**src/rtl/srd_pkg.sv**
```systemverilog
// ----------------------------------------------------------------------------
// srd_pkg
// Shared types and constants for the sprite RLE pixel decoder.
// ----------------------------------------------------------------------------
package srd_pkg;

  localparam int MAX_SIDE_DEFAULT = 64;
  localparam int SIDE_W           = 7;
  localparam int CFG_IDX_W        = 1;
  localparam int CFG_DATA_W       = 7;
  localparam int INDEX_W          = 12;
  localparam int COUNT_W          = 16;
  localparam int QUEUE_DEPTH      = 4;

  localparam logic [SIDE_W-1:0] SIDE_RESET   = 7'd32;
  localparam logic [7:0]        ALPHA_OPAQUE = 8'd255;

  typedef enum logic [CFG_IDX_W-1:0] {
    CFG_ALPHA_PRESENT = 1'b0,
    CFG_SPRITE_SIDE   = 1'b1
  } cfg_reg_t;

  typedef enum logic [3:0] {
    PH_TLO  = 4'd0,
    PH_THI  = 4'd1,
    PH_CLO  = 4'd2,
    PH_CHI  = 4'd3,
    PH_RED  = 4'd4,
    PH_GRN  = 4'd5,
    PH_BLU  = 4'd6,
    PH_ALP  = 4'd7,
    PH_DONE = 4'd8
  } phase_t;

  typedef struct packed {
    logic [7:0] data_byte;
    logic       first_byte;
    logic       last_byte;
  } item_t;

endpackage

```
**src/rtl/srd_if.sv**
```systemverilog
// ----------------------------------------------------------------------------
// srd_if
// Valid/ready channels for byte input, pixel output and register writes.
// ----------------------------------------------------------------------------
interface srd_in_if;
  logic       valid;
  logic       ready;
  logic [7:0] data_byte;
  logic       first_byte;
  logic       last_byte;

  modport source (output valid, data_byte, first_byte, last_byte, input ready);
  modport sink   (input valid, data_byte, first_byte, last_byte, output ready);
endinterface

interface srd_out_if;
  logic                        valid;
  logic                        ready;
  logic                        pixel_write;
  logic [srd_pkg::INDEX_W-1:0] pixel_index;
  logic [7:0]                  red;
  logic [7:0]                  green;
  logic [7:0]                  blue;
  logic [7:0]                  alpha;
  logic                        sprite_end;

  modport source (output valid, pixel_write, pixel_index, red, green, blue, alpha,
                  sprite_end, input ready);
  modport sink   (input valid, pixel_write, pixel_index, red, green, blue, alpha,
                  sprite_end, output ready);
endinterface

interface srd_cfg_if;
  logic                           valid;
  logic                           ready;
  logic [srd_pkg::CFG_IDX_W-1:0]  index;
  logic [srd_pkg::CFG_DATA_W-1:0] data;

  modport source (output valid, index, data, input ready);
  modport sink   (input valid, index, data, output ready);
endinterface

```
**src/rtl/srd_front.sv**
```systemverilog
// ----------------------------------------------------------------------------
// srd_front
// Intake register: takes byte transfers and hands them to the queue.
// ----------------------------------------------------------------------------
module srd_front (
  input  logic              clk,
  input  logic              rst,
  srd_in_if.sink            pix_in,
  output logic              push_valid,
  input  logic              push_ready,
  output srd_pkg::item_t    push_item
);

  logic           held;
  srd_pkg::item_t item;

  assign pix_in.ready = !held || push_ready;
  assign push_valid   = held;
  assign push_item    = item;

  always_ff @(posedge clk) begin
    if (rst) begin
      held <= 1'b0;
    end else if (pix_in.valid && pix_in.ready) begin
      held <= 1'b1;
    end else if (push_ready) begin
      held <= 1'b0;
    end
  end

  always_ff @(posedge clk) begin
    if (pix_in.valid && pix_in.ready) begin
      item.data_byte  <= pix_in.data_byte;
      item.first_byte <= pix_in.first_byte;
      item.last_byte  <= pix_in.last_byte;
    end
  end

endmodule

```
**src/rtl/srd_queue.sv**
```systemverilog
// ----------------------------------------------------------------------------
// srd_queue
// Short FIFO between the intake and the parser.
// ----------------------------------------------------------------------------
module srd_queue (
  input  logic           clk,
  input  logic           rst,
  input  logic           push_valid,
  output logic           push_ready,
  input  srd_pkg::item_t push_item,
  output logic           pop_valid,
  input  logic           pop_ready,
  output srd_pkg::item_t pop_item
);

  localparam int DEPTH = srd_pkg::QUEUE_DEPTH;
  localparam int PTR_W = $clog2(DEPTH);
  localparam int CNT_W = $clog2(DEPTH + 1);

  srd_pkg::item_t   entries [DEPTH];
  logic [PTR_W-1:0] wr_ptr;
  logic [PTR_W-1:0] rd_ptr;
  logic [CNT_W-1:0] count;
  logic             do_push;
  logic             do_pop;

  assign push_ready = (count != CNT_W'(DEPTH));
  assign pop_valid  = (count != '0);
  assign pop_item   = entries[rd_ptr];
  assign do_push    = push_valid && push_ready;
  assign do_pop     = pop_valid && pop_ready;

  always_ff @(posedge clk) begin
    if (rst) begin
      wr_ptr <= '0;
      rd_ptr <= '0;
      count  <= '0;
    end else begin
      if (do_push) begin
        wr_ptr <= (wr_ptr == PTR_W'(DEPTH - 1)) ? '0 : wr_ptr + 1'b1;
      end
      if (do_pop) begin
        rd_ptr <= (rd_ptr == PTR_W'(DEPTH - 1)) ? '0 : rd_ptr + 1'b1;
      end
      if (do_push && !do_pop) begin
        count <= count + 1'b1;
      end else if (do_pop && !do_push) begin
        count <= count - 1'b1;
      end
    end
  end

  always_ff @(posedge clk) begin
    if (do_push) begin
      entries[wr_ptr] <= push_item;
    end
  end

endmodule

```
**src/rtl/srd_back.sv**
```systemverilog
// ----------------------------------------------------------------------------
// srd_back
// Run-length parser: one byte per cycle while not stalled; registered results.
// ----------------------------------------------------------------------------
module srd_back #(
  parameter int POS_W = 13
) (
  input  logic             clk,
  input  logic             rst,
  input  logic             alpha_present,
  input  logic [POS_W-1:0] area,
  input  logic             q_valid,
  output logic             q_ready,
  input  srd_pkg::item_t   q_item,
  srd_out_if.source        pix_out
);

  localparam int SUM_W = ((POS_W > srd_pkg::COUNT_W) ? POS_W : srd_pkg::COUNT_W) + 1;

  srd_pkg::phase_t               phase, phase_next, phase_in;
  logic [POS_W-1:0]              pos, pos_next, pos_in;
  logic [srd_pkg::COUNT_W-1:0]   remaining, remaining_next;
  logic [7:0]                    count_lo, count_lo_next;
  logic [7:0]                    held_red, held_red_next;
  logic [7:0]                    held_green, held_green_next;
  logic [7:0]                    held_blue, held_blue_next;
  logic [SUM_W-1:0]              skip_sum;
  logic [POS_W:0]                pos_inc;
  logic                          emit;
  logic [7:0]                    alpha_val;
  logic                          pop;

  logic                          o_valid;
  logic                          o_write;
  logic [srd_pkg::INDEX_W-1:0]   o_index;
  logic [7:0]                    o_red, o_green, o_blue, o_alpha;
  logic                          o_end;

  assign pop     = q_valid && (!o_valid || pix_out.ready);
  assign q_ready = pop;

  always_comb begin
    phase_in = q_item.first_byte ? srd_pkg::PH_TLO : phase;
    pos_in   = q_item.first_byte ? '0 : pos;
    if (phase_in != srd_pkg::PH_DONE && pos_in >= area) begin
      phase_in = srd_pkg::PH_DONE;
    end
    skip_sum = SUM_W'(pos_in) + SUM_W'({q_item.data_byte, count_lo});
    pos_inc  = {1'b0, pos_in} + 1'b1;

    phase_next      = phase_in;
    pos_next        = pos_in;
    remaining_next  = remaining;
    count_lo_next   = count_lo;
    held_red_next   = held_red;
    held_green_next = held_green;
    held_blue_next  = held_blue;
    emit            = 1'b0;
    alpha_val       = srd_pkg::ALPHA_OPAQUE;

    case (phase_in)
      srd_pkg::PH_TLO: begin
        count_lo_next = q_item.data_byte;
        phase_next    = srd_pkg::PH_THI;
      end
      srd_pkg::PH_THI: begin
        if (skip_sum >= SUM_W'(area)) begin
          pos_next   = area;
          phase_next = srd_pkg::PH_DONE;
        end else begin
          pos_next   = POS_W'(skip_sum);
          phase_next = srd_pkg::PH_CLO;
        end
      end
      srd_pkg::PH_CLO: begin
        count_lo_next = q_item.data_byte;
        phase_next    = srd_pkg::PH_CHI;
      end
      srd_pkg::PH_CHI: begin
        remaining_next = {q_item.data_byte, count_lo};
        phase_next     = (remaining_next != '0) ? srd_pkg::PH_RED : srd_pkg::PH_TLO;
      end
      srd_pkg::PH_RED: begin
        held_red_next = q_item.data_byte;
        phase_next    = srd_pkg::PH_GRN;
      end
      srd_pkg::PH_GRN: begin
        held_green_next = q_item.data_byte;
        phase_next      = srd_pkg::PH_BLU;
      end
      srd_pkg::PH_BLU: begin
        held_blue_next = q_item.data_byte;
        if (alpha_present && !q_item.last_byte) begin
          phase_next = srd_pkg::PH_ALP;
        end else begin
          emit = 1'b1;
        end
      end
      srd_pkg::PH_ALP: begin
        emit      = 1'b1;
        alpha_val = q_item.data_byte;
      end
      default: begin
        phase_next = srd_pkg::PH_DONE;
      end
    endcase

    if (emit) begin
      pos_next       = POS_W'(pos_inc);
      remaining_next = remaining - 1'b1;
      if (pos_inc >= {1'b0, area}) begin
        phase_next = srd_pkg::PH_DONE;
      end else begin
        phase_next = (remaining_next != '0) ? srd_pkg::PH_RED : srd_pkg::PH_TLO;
      end
    end

    if (q_item.last_byte) begin
      phase_next = srd_pkg::PH_DONE;
    end
  end

  always_ff @(posedge clk) begin
    if (rst) begin
      phase     <= srd_pkg::PH_TLO;
      pos       <= '0;
      remaining <= '0;
      count_lo  <= '0;
      o_valid   <= 1'b0;
    end else begin
      if (pop) begin
        phase     <= phase_next;
        pos       <= pos_next;
        remaining <= remaining_next;
        count_lo  <= count_lo_next;
        o_valid   <= emit || q_item.last_byte;
      end else if (pix_out.ready) begin
        o_valid <= 1'b0;
      end
    end
  end

  always_ff @(posedge clk) begin
    if (pop) begin
      held_red   <= held_red_next;
      held_green <= held_green_next;
      held_blue  <= held_blue_next;
      o_write    <= emit;
      o_index    <= emit ? srd_pkg::INDEX_W'(pos_in) : '0;
      o_red      <= emit ? held_red_next : '0;
      o_green    <= emit ? held_green_next : '0;
      o_blue     <= emit ? held_blue_next : '0;
      o_alpha    <= emit ? alpha_val : '0;
      o_end      <= q_item.last_byte;
    end
  end

  assign pix_out.valid       = o_valid;
  assign pix_out.pixel_write = o_write;
  assign pix_out.pixel_index = o_index;
  assign pix_out.red         = o_red;
  assign pix_out.green       = o_green;
  assign pix_out.blue        = o_blue;
  assign pix_out.alpha       = o_alpha;
  assign pix_out.sprite_end  = o_end;

endmodule

```
**src/rtl/sprite_rle_pixel_decoder.sv**
```systemverilog
// ----------------------------------------------------------------------------
// sprite_rle_pixel_decoder
// Decodes run-length compressed square sprites into colored pixel writes.
// ----------------------------------------------------------------------------
// Takes one compressed byte per clock and sustains that rate unless the
// output stalls; a byte passes the intake register, the queue and the
// output register on its way to a result. The figure is set by the parser
// in the back end, which takes one byte per cycle. A result comes for each
// finished colored pixel and for the byte flagged last; other bytes give
// none. Registers may be written only while the decoder is empty.
module sprite_rle_pixel_decoder #(
  parameter int MAX_SIDE = srd_pkg::MAX_SIDE_DEFAULT
) (
  input  logic       clk,
  input  logic       rst,
  srd_in_if.sink     pix_in,
  srd_out_if.source  pix_out,
  srd_cfg_if.sink    cfg
);

  localparam int POS_W = $clog2(MAX_SIDE * MAX_SIDE + 1);

  logic                       alpha_present;
  logic [srd_pkg::SIDE_W-1:0] sprite_side;
  logic [srd_pkg::SIDE_W-1:0] side_clamped;
  logic [POS_W-1:0]           area;

  logic                       push_valid, push_ready;
  srd_pkg::item_t             push_item;
  logic                       q_valid, q_ready;
  srd_pkg::item_t             q_item;

  assign cfg.ready = 1'b1;

  always_ff @(posedge clk) begin
    if (rst) begin
      alpha_present <= 1'b0;
      sprite_side   <= srd_pkg::SIDE_RESET;
    end else if (cfg.valid) begin
      case (srd_pkg::cfg_reg_t'(cfg.index))
        srd_pkg::CFG_ALPHA_PRESENT: alpha_present <= cfg.data[0];
        srd_pkg::CFG_SPRITE_SIDE:   sprite_side   <= cfg.data[srd_pkg::SIDE_W-1:0];
        default: ;
      endcase
    end
  end

  assign side_clamped = (32'(sprite_side) > MAX_SIDE) ? srd_pkg::SIDE_W'(MAX_SIDE)
                                                      : sprite_side;

  always_ff @(posedge clk) begin
    area <= POS_W'(14'(side_clamped) * 14'(side_clamped));
  end

  srd_front u_front (
    .clk        (clk),
    .rst        (rst),
    .pix_in     (pix_in),
    .push_valid (push_valid),
    .push_ready (push_ready),
    .push_item  (push_item)
  );

  srd_queue u_queue (
    .clk        (clk),
    .rst        (rst),
    .push_valid (push_valid),
    .push_ready (push_ready),
    .push_item  (push_item),
    .pop_valid  (q_valid),
    .pop_ready  (q_ready),
    .pop_item   (q_item)
  );

  srd_back #(
    .POS_W (POS_W)
  ) u_back (
    .clk           (clk),
    .rst           (rst),
    .alpha_present (alpha_present),
    .area          (area),
    .q_valid       (q_valid),
    .q_ready       (q_ready),
    .q_item        (q_item),
    .pix_out       (pix_out)
  );

  a_no_empty_result: assert property (@(posedge clk) disable iff (rst)
    pix_out.valid |-> (pix_out.pixel_write || pix_out.sprite_end))
    else $error("result with neither pixel nor end marker");

  a_blank_payload: assert property (@(posedge clk) disable iff (rst)
    (pix_out.valid && !pix_out.pixel_write) |->
      (pix_out.pixel_index == '0 && pix_out.red == '0 && pix_out.green == '0 &&
       pix_out.blue == '0 && pix_out.alpha == '0))
    else $error("end-only result carries pixel data");

  a_idle_after_reset: assert property (@(posedge clk)
    (!rst && $past(rst)) |-> !pix_out.valid)
    else $error("result valid right after reset");

endmodule

```
**src/flat_wrapper.sv**
```systemverilog
// flat-port wrapper written by rule: the top's interface ports become plain ports
module sprite_rle_pixel_decoder_flat 
#(
  parameter int MAX_SIDE = srd_pkg::MAX_SIDE_DEFAULT
)
  (clk, rst, pix_in_valid, pix_in_data_byte, pix_in_first_byte, pix_in_last_byte, pix_in_ready, pix_out_valid, pix_out_pixel_write, pix_out_pixel_index, pix_out_red, pix_out_green, pix_out_blue, pix_out_alpha, pix_out_sprite_end, pix_out_ready, cfg_valid, cfg_index, cfg_data, cfg_ready);
  srd_in_if pix_in_i ();
  srd_out_if pix_out_i ();
  srd_cfg_if cfg_i ();
  input  logic clk;
  input  logic rst;
  input wire logic [$bits(pix_in_i.valid)-1:0] pix_in_valid;
  input wire logic [$bits(pix_in_i.data_byte)-1:0] pix_in_data_byte;
  input wire logic [$bits(pix_in_i.first_byte)-1:0] pix_in_first_byte;
  input wire logic [$bits(pix_in_i.last_byte)-1:0] pix_in_last_byte;
  output wire logic [$bits(pix_in_i.ready)-1:0] pix_in_ready;
  output wire logic [$bits(pix_out_i.valid)-1:0] pix_out_valid;
  output wire logic [$bits(pix_out_i.pixel_write)-1:0] pix_out_pixel_write;
  output wire logic [$bits(pix_out_i.pixel_index)-1:0] pix_out_pixel_index;
  output wire logic [$bits(pix_out_i.red)-1:0] pix_out_red;
  output wire logic [$bits(pix_out_i.green)-1:0] pix_out_green;
  output wire logic [$bits(pix_out_i.blue)-1:0] pix_out_blue;
  output wire logic [$bits(pix_out_i.alpha)-1:0] pix_out_alpha;
  output wire logic [$bits(pix_out_i.sprite_end)-1:0] pix_out_sprite_end;
  input wire logic [$bits(pix_out_i.ready)-1:0] pix_out_ready;
  input wire logic [$bits(cfg_i.valid)-1:0] cfg_valid;
  input wire logic [$bits(cfg_i.index)-1:0] cfg_index;
  input wire logic [$bits(cfg_i.data)-1:0] cfg_data;
  output wire logic [$bits(cfg_i.ready)-1:0] cfg_ready;
  assign pix_in_i.valid = pix_in_valid;
  assign pix_in_i.data_byte = pix_in_data_byte;
  assign pix_in_i.first_byte = pix_in_first_byte;
  assign pix_in_i.last_byte = pix_in_last_byte;
  assign pix_in_ready = pix_in_i.ready;
  assign pix_out_valid = pix_out_i.valid;
  assign pix_out_pixel_write = pix_out_i.pixel_write;
  assign pix_out_pixel_index = pix_out_i.pixel_index;
  assign pix_out_red = pix_out_i.red;
  assign pix_out_green = pix_out_i.green;
  assign pix_out_blue = pix_out_i.blue;
  assign pix_out_alpha = pix_out_i.alpha;
  assign pix_out_sprite_end = pix_out_i.sprite_end;
  assign pix_out_i.ready = pix_out_ready;
  assign cfg_i.valid = cfg_valid;
  assign cfg_i.index = cfg_index;
  assign cfg_i.data = cfg_data;
  assign cfg_ready = cfg_i.ready;
  sprite_rle_pixel_decoder #(.MAX_SIDE(MAX_SIDE)) u_core (.clk(clk), .rst(rst), .pix_in(pix_in_i), .pix_out(pix_out_i), .cfg(cfg_i));
endmodule
```
**config.mk**
```make
export PLATFORM = sky130hd
export DESIGN_NAME = sprite_rle_pixel_decoder_flat
export DESIGN_NICKNAME = d
export VERILOG_FILES = /design/src/rtl/srd_pkg.sv /design/src/rtl/srd_if.sv /design/src/rtl/srd_front.sv /design/src/rtl/srd_queue.sv /design/src/rtl/srd_back.sv /design/src/rtl/sprite_rle_pixel_decoder.sv /design/src/flat_wrapper.sv
export SDC_FILE = /design/constraint.sdc
export NUM_CORES = 1
export LEC_CHECK = 0
export ABC_AREA = 1
export BUFFER_PORTS_ARGS = -buffer_cell sky130_fd_sc_hd__buf_4
export CAP_MARGIN = 20
export CORE_MARGIN = 2
export CORE_UTILIZATION = 43
export CTS_BUF_LIST = sky130_fd_sc_hd__clkbuf_8
export CTS_CLUSTER_DIAMETER = 60
export DETAILED_ROUTE_END_ITERATION = 7
export GPL_TIMING_DRIVEN = 0
export SLEW_MARGIN = 15
export SYNTH_ARGS = -nofsm -noshare
export SYNTH_HDL_FRONTEND = slang
export SYNTH_SLANG_ARGS = --single-unit
```
**constraint.sdc**
```tcl
create_clock -name clk -period 6.3 [get_ports clk]
set_input_delay 0.315 -clock clk [delete_from_list [all_inputs] [get_ports clk]]
set_output_delay 0.315 -clock clk [all_outputs]
set_load 0.05 [all_outputs]
```
==> summary.md <==
| Metric | Value |
|---|---|
| Outcome | `complete, but fails checks` |
| Failing checks | `DRC` |
| Max stage delay cell, worst path | `a32oi_1` |
| # diodes | `0` |
| Die area | `between 20000 and 30000 µm²` |
| Die extent in y | `167 µm` |
| Final core occ | `0.502` |
| Worst Setup End Kind | `register` |
| Synth Cell Area | `approximately 11000 µm²` |
| Commonest non-fill, non-tap cell in the layout | `nand2_1` |
| Min Clock Period, post-route | `5610 ps` |
| CP bufs+invs | `4` |
| Reg clk slew, reported paths | `120 ps` |
| Drt first pass iters | `7` |
| Yosys warning count | `0` |
| Number of global-route vias before repair | `8979` |
| Top achievable clock speed | `178 MHz` |
| Commonest non-fill, non-tap cells in the layout | `nand2_1, nor2_1, inv_1, edfxtp_1, a21oi_1` |
| DRC Markers | `3` |
| Total Power | `between 5 and 6 mW` |
| Final Cell Area | `13100 µm²` |
| Slew headroom | `0.281` |
| Clock root buffer | `clkbuf_8` |
| Total CTS buffers | `17` |
| Largest net degree at the start of global routing | `24` |
| Max clock buf depth | `2` |
| Synth unique cells | `52` |
| Hpwl dp | `22400 µm` |
| Total grt overflow | `0` |
| Total clock sinks | `192` |
| CORE AREA | `26100 µm²` |
| Fin. Hold Viols | `0` |
| Wire per inst | `about 16 µm` |
| Final Cycle Share | `0.890` |
| Dpl cell area | `12500 µm²` |
| CP peak stage delay | `840 ps` |
| Setup violators final | `0` |
| First-pass GRT wire length | `47500 µm` |
| Total track usage | `0.216` |
| Max cap viols | `0` |
| Vias | `roughly 9400` |
| Worst Clk Skew | `21.9 ps` |
| Final WL | `29500 µm` |
| Crit Path Max Fanout | `10` |
| Vias per inst | `5.18` |
| Post-synthesis sequential area ratio | `0.440` |
| Crit path required time | `approximately 6700 ps` |
| DRT antenna net count | `0` |
| CP Data Arrival Time | `between 5000 and 6000 ps` |
| H-tree depth | `4` |
| Row cnt | `just under 60` |
| Share of cells above drive strength 1 | `0.140` |
| Setup_tns | `0 ps` |
| Clock Latency Late Sink | `500 ps` |
| Area Growth Syn to Fin | `14.5%` |
| Number of top-level pins | `72` |
| Mapped Cells | `1359` |
| RSZ-0062 raised after global routing | `no` |
| Setup CP Type | `register to register` |
| FF+latch count, synth | `~190` |
| Crit path max-delay family | `simple AND/OR/NAND/NOR gates` |
| Port-buffer cells | `70` |
| Syn Area/Cell | `approximately 8.4 µm²` |
| P per Cell Area | `425 nW/µm²` |
| Initial antenna violation count | `1` |
| Fin nets | `1580` |
| Hold_ws | `37.3 ps` |
| Startpoint Class | `register` |
| Starting DRT DRC Count | `703` |
| Final Max Tran Viols | `0` |
| Worst slew pin tran | `1070 ps` |
| Lkg Pwr | `5.90 nW` |
| Resize count post-CTS | `0` |
| CTS tree | `done` |
| Min-delay worst type | `input pin to register` |
| Maximum vdd ir drop | `255 µV` |
| Die extent in x | `167 µm` |
| GPL Wtd Cong | `0.954` |
| Initial Util | `0.439` |
[cell type report]
type,count,area (µm²)
Inverter,183,689
Tap cell,335,419
Clock inverter,15,241
Fill cell,2527,13000
Clock buffer,17,234
Buffer,43,234
Multi-Input combinational cell,947,5530
Timing Repair Buffer,85,731
Sequential cell,192,5040
[cell usage after synthesis (all sizes together)]
master | n | area (µm²)
o21bai | 3 | 22.5
o31ai | 1 | 7.51
a21boi | 4 | 33.8
nor4 | 5 | 37.5
fa | 17 | 340
o211a | 1 | 10.0
a32oi | 5 | 43.8
xnor2 | 10 | 87.6
xor2 | 33 | 289
ha | 71 | 888
o21ai | 74 | 382
dfxtp | 72 | 1440
a211oi | 18 | 150
nand2 | 222 | 866
nand3 | 91 | 500
inv | 183 | 689
buf | 23 | 159
conb | 2 | 7.51
or2 | 36 | 225
edfxtp | 120 | 3600
a21o | 1 | 7.51
o22ai | 1 | 6.26
nor3 | 17 | 100
a21oi | 108 | 541
clkbuf | 20 | 75.1
nor3b | 1 | 12.5
a31oi | 2 | 12.5
nand4 | 14 | 87.6
nor2 | 197 | 757
o2111ai | 1 | 26.3
a32o | 2 | 20.0
and3 | 1 | 6.26
o211ai | 2 | 15.0
a41oi | 1 | 8.76
[power by group]
part / switching, mW / leakage (nW) / total [mW] / internal (mW)
sequential: 0.150 / 1.76 / 1.92 / 1.77
combinational: 1.90 / 3.90 / 2.74 / 0.841
clock: 0.561 / 0.233 / 0.924 / 0.363
[registers in the layout, summed over array words and instances (netlist names), 2 cells and up, named ones only]
register / flops
u_core.u_queue.entries: 40
u_core.u_back.remaining: 16
u_core.u_back.pos: 13
u_core.area: 12
u_core.u_back.pix_out.pixel_index: 12
u_core.u_front.push_item: 10
u_core.u_back.count_lo: 8
u_core.u_back.held_blue: 8
u_core.u_back.held_green: 8
u_core.u_back.held_red: 8
u_core.u_back.pix_out.alpha: 8
u_core.u_back.pix_out.blue: 8
u_core.u_back.pix_out.green: 8
u_core.u_back.pix_out.red: 8
u_core.sprite_side: 7
u_core.u_back.phase: 4
u_core.u_queue.count: 3
u_core.u_queue.rd_ptr: 2
u_core.u_queue.wr_ptr: 2
[kinds of logic (layout without fill, tap and decap cells)]
| logic type | Yosys count | in the layout | share of synthesized area |
|---|---|---|---|
| AOI/OAI and AO/OA | 224 | 224 | 0.112 |
| adders and majority gates | 88 | 88 | 0.107 |
| xor gates and xnor gates | 43 | 43 | 0.0329 |
| buffers and inverters | 226 | 343 | 0.0806 |
| other | 2 | 8 | 0.000655 |
| DFF | 192 | 192 | 0.440 |
| and+or+nand+nor | 584 | 584 | 0.226 |
[per-layer routing]
layer,vias to the layer above,GRT usage,part of all wire
li1,4733,-,-
met1,4410,0.297,0.46
met2,231,0.356,0.47
met3,33,0.0376,0.054
met4,2,0.0510,0.015
met5,-,0,0.00037
[worst paths after layout]
path	startpoint	to	slack [ps]	cells past startpoint
setup / recovery	register	u_core.u_back.pos[3]$_SDFFE_PP0P_	690	25
hold / removal	cfg_data[5]	u_core.sprite_side[5]$_SDFFE_PP1P_	40	3
setup reg to reg	register	u_core.u_back.pos[3]$_SDFFE_PP0P_	690	25
hold reg to reg	u_core.u_back.phase[2]$_SDFFE_PP0P_	u_core.u_back.phase[2]$_SDFFE_PP0P_	470	2
[worst register-to-register path, cell delays in order, from the launching register on]
cell      delay, ps
dfxtp_1         360
clkbuf_1        240
clkbuf_1        270
or2_2           340
a32oi_1         840
inv_1           400
ha_1            440
a21oi_1         250
nor2_1           70
nor2_1          160
o21ai_0         130
xor2_1          220
ha_1            270
nand2_1         110
nor3_1           70
nand3_1          90
nand4_1          90
a21oi_1         230
nand2_1          80
nor2_1          110
nand3_2         180
buf_4           240
nand3_1          80
nand3_1          90
nand2_1          70
a21oi_1          50
[stage by stage]
stage                     cells  setup slack (ps)
after floorplan            1365              1630
after global placement     1770              -523
after detailed placement   1774               773
after CTS                  1816               780
after global routing       1817               248
final                      1817               691
[timing repair]
| action | in CTS | in global routing |
|---|---|---|
| endpoints found under the setup margin | 0 | 0 |
| hold buffers | 10 | 0 |
| endpoints found under the hold margin | 10 | 0 |
| buffers inserted | 0 | 0 |
Note: power is estimated with default switching activity, not from simulation.
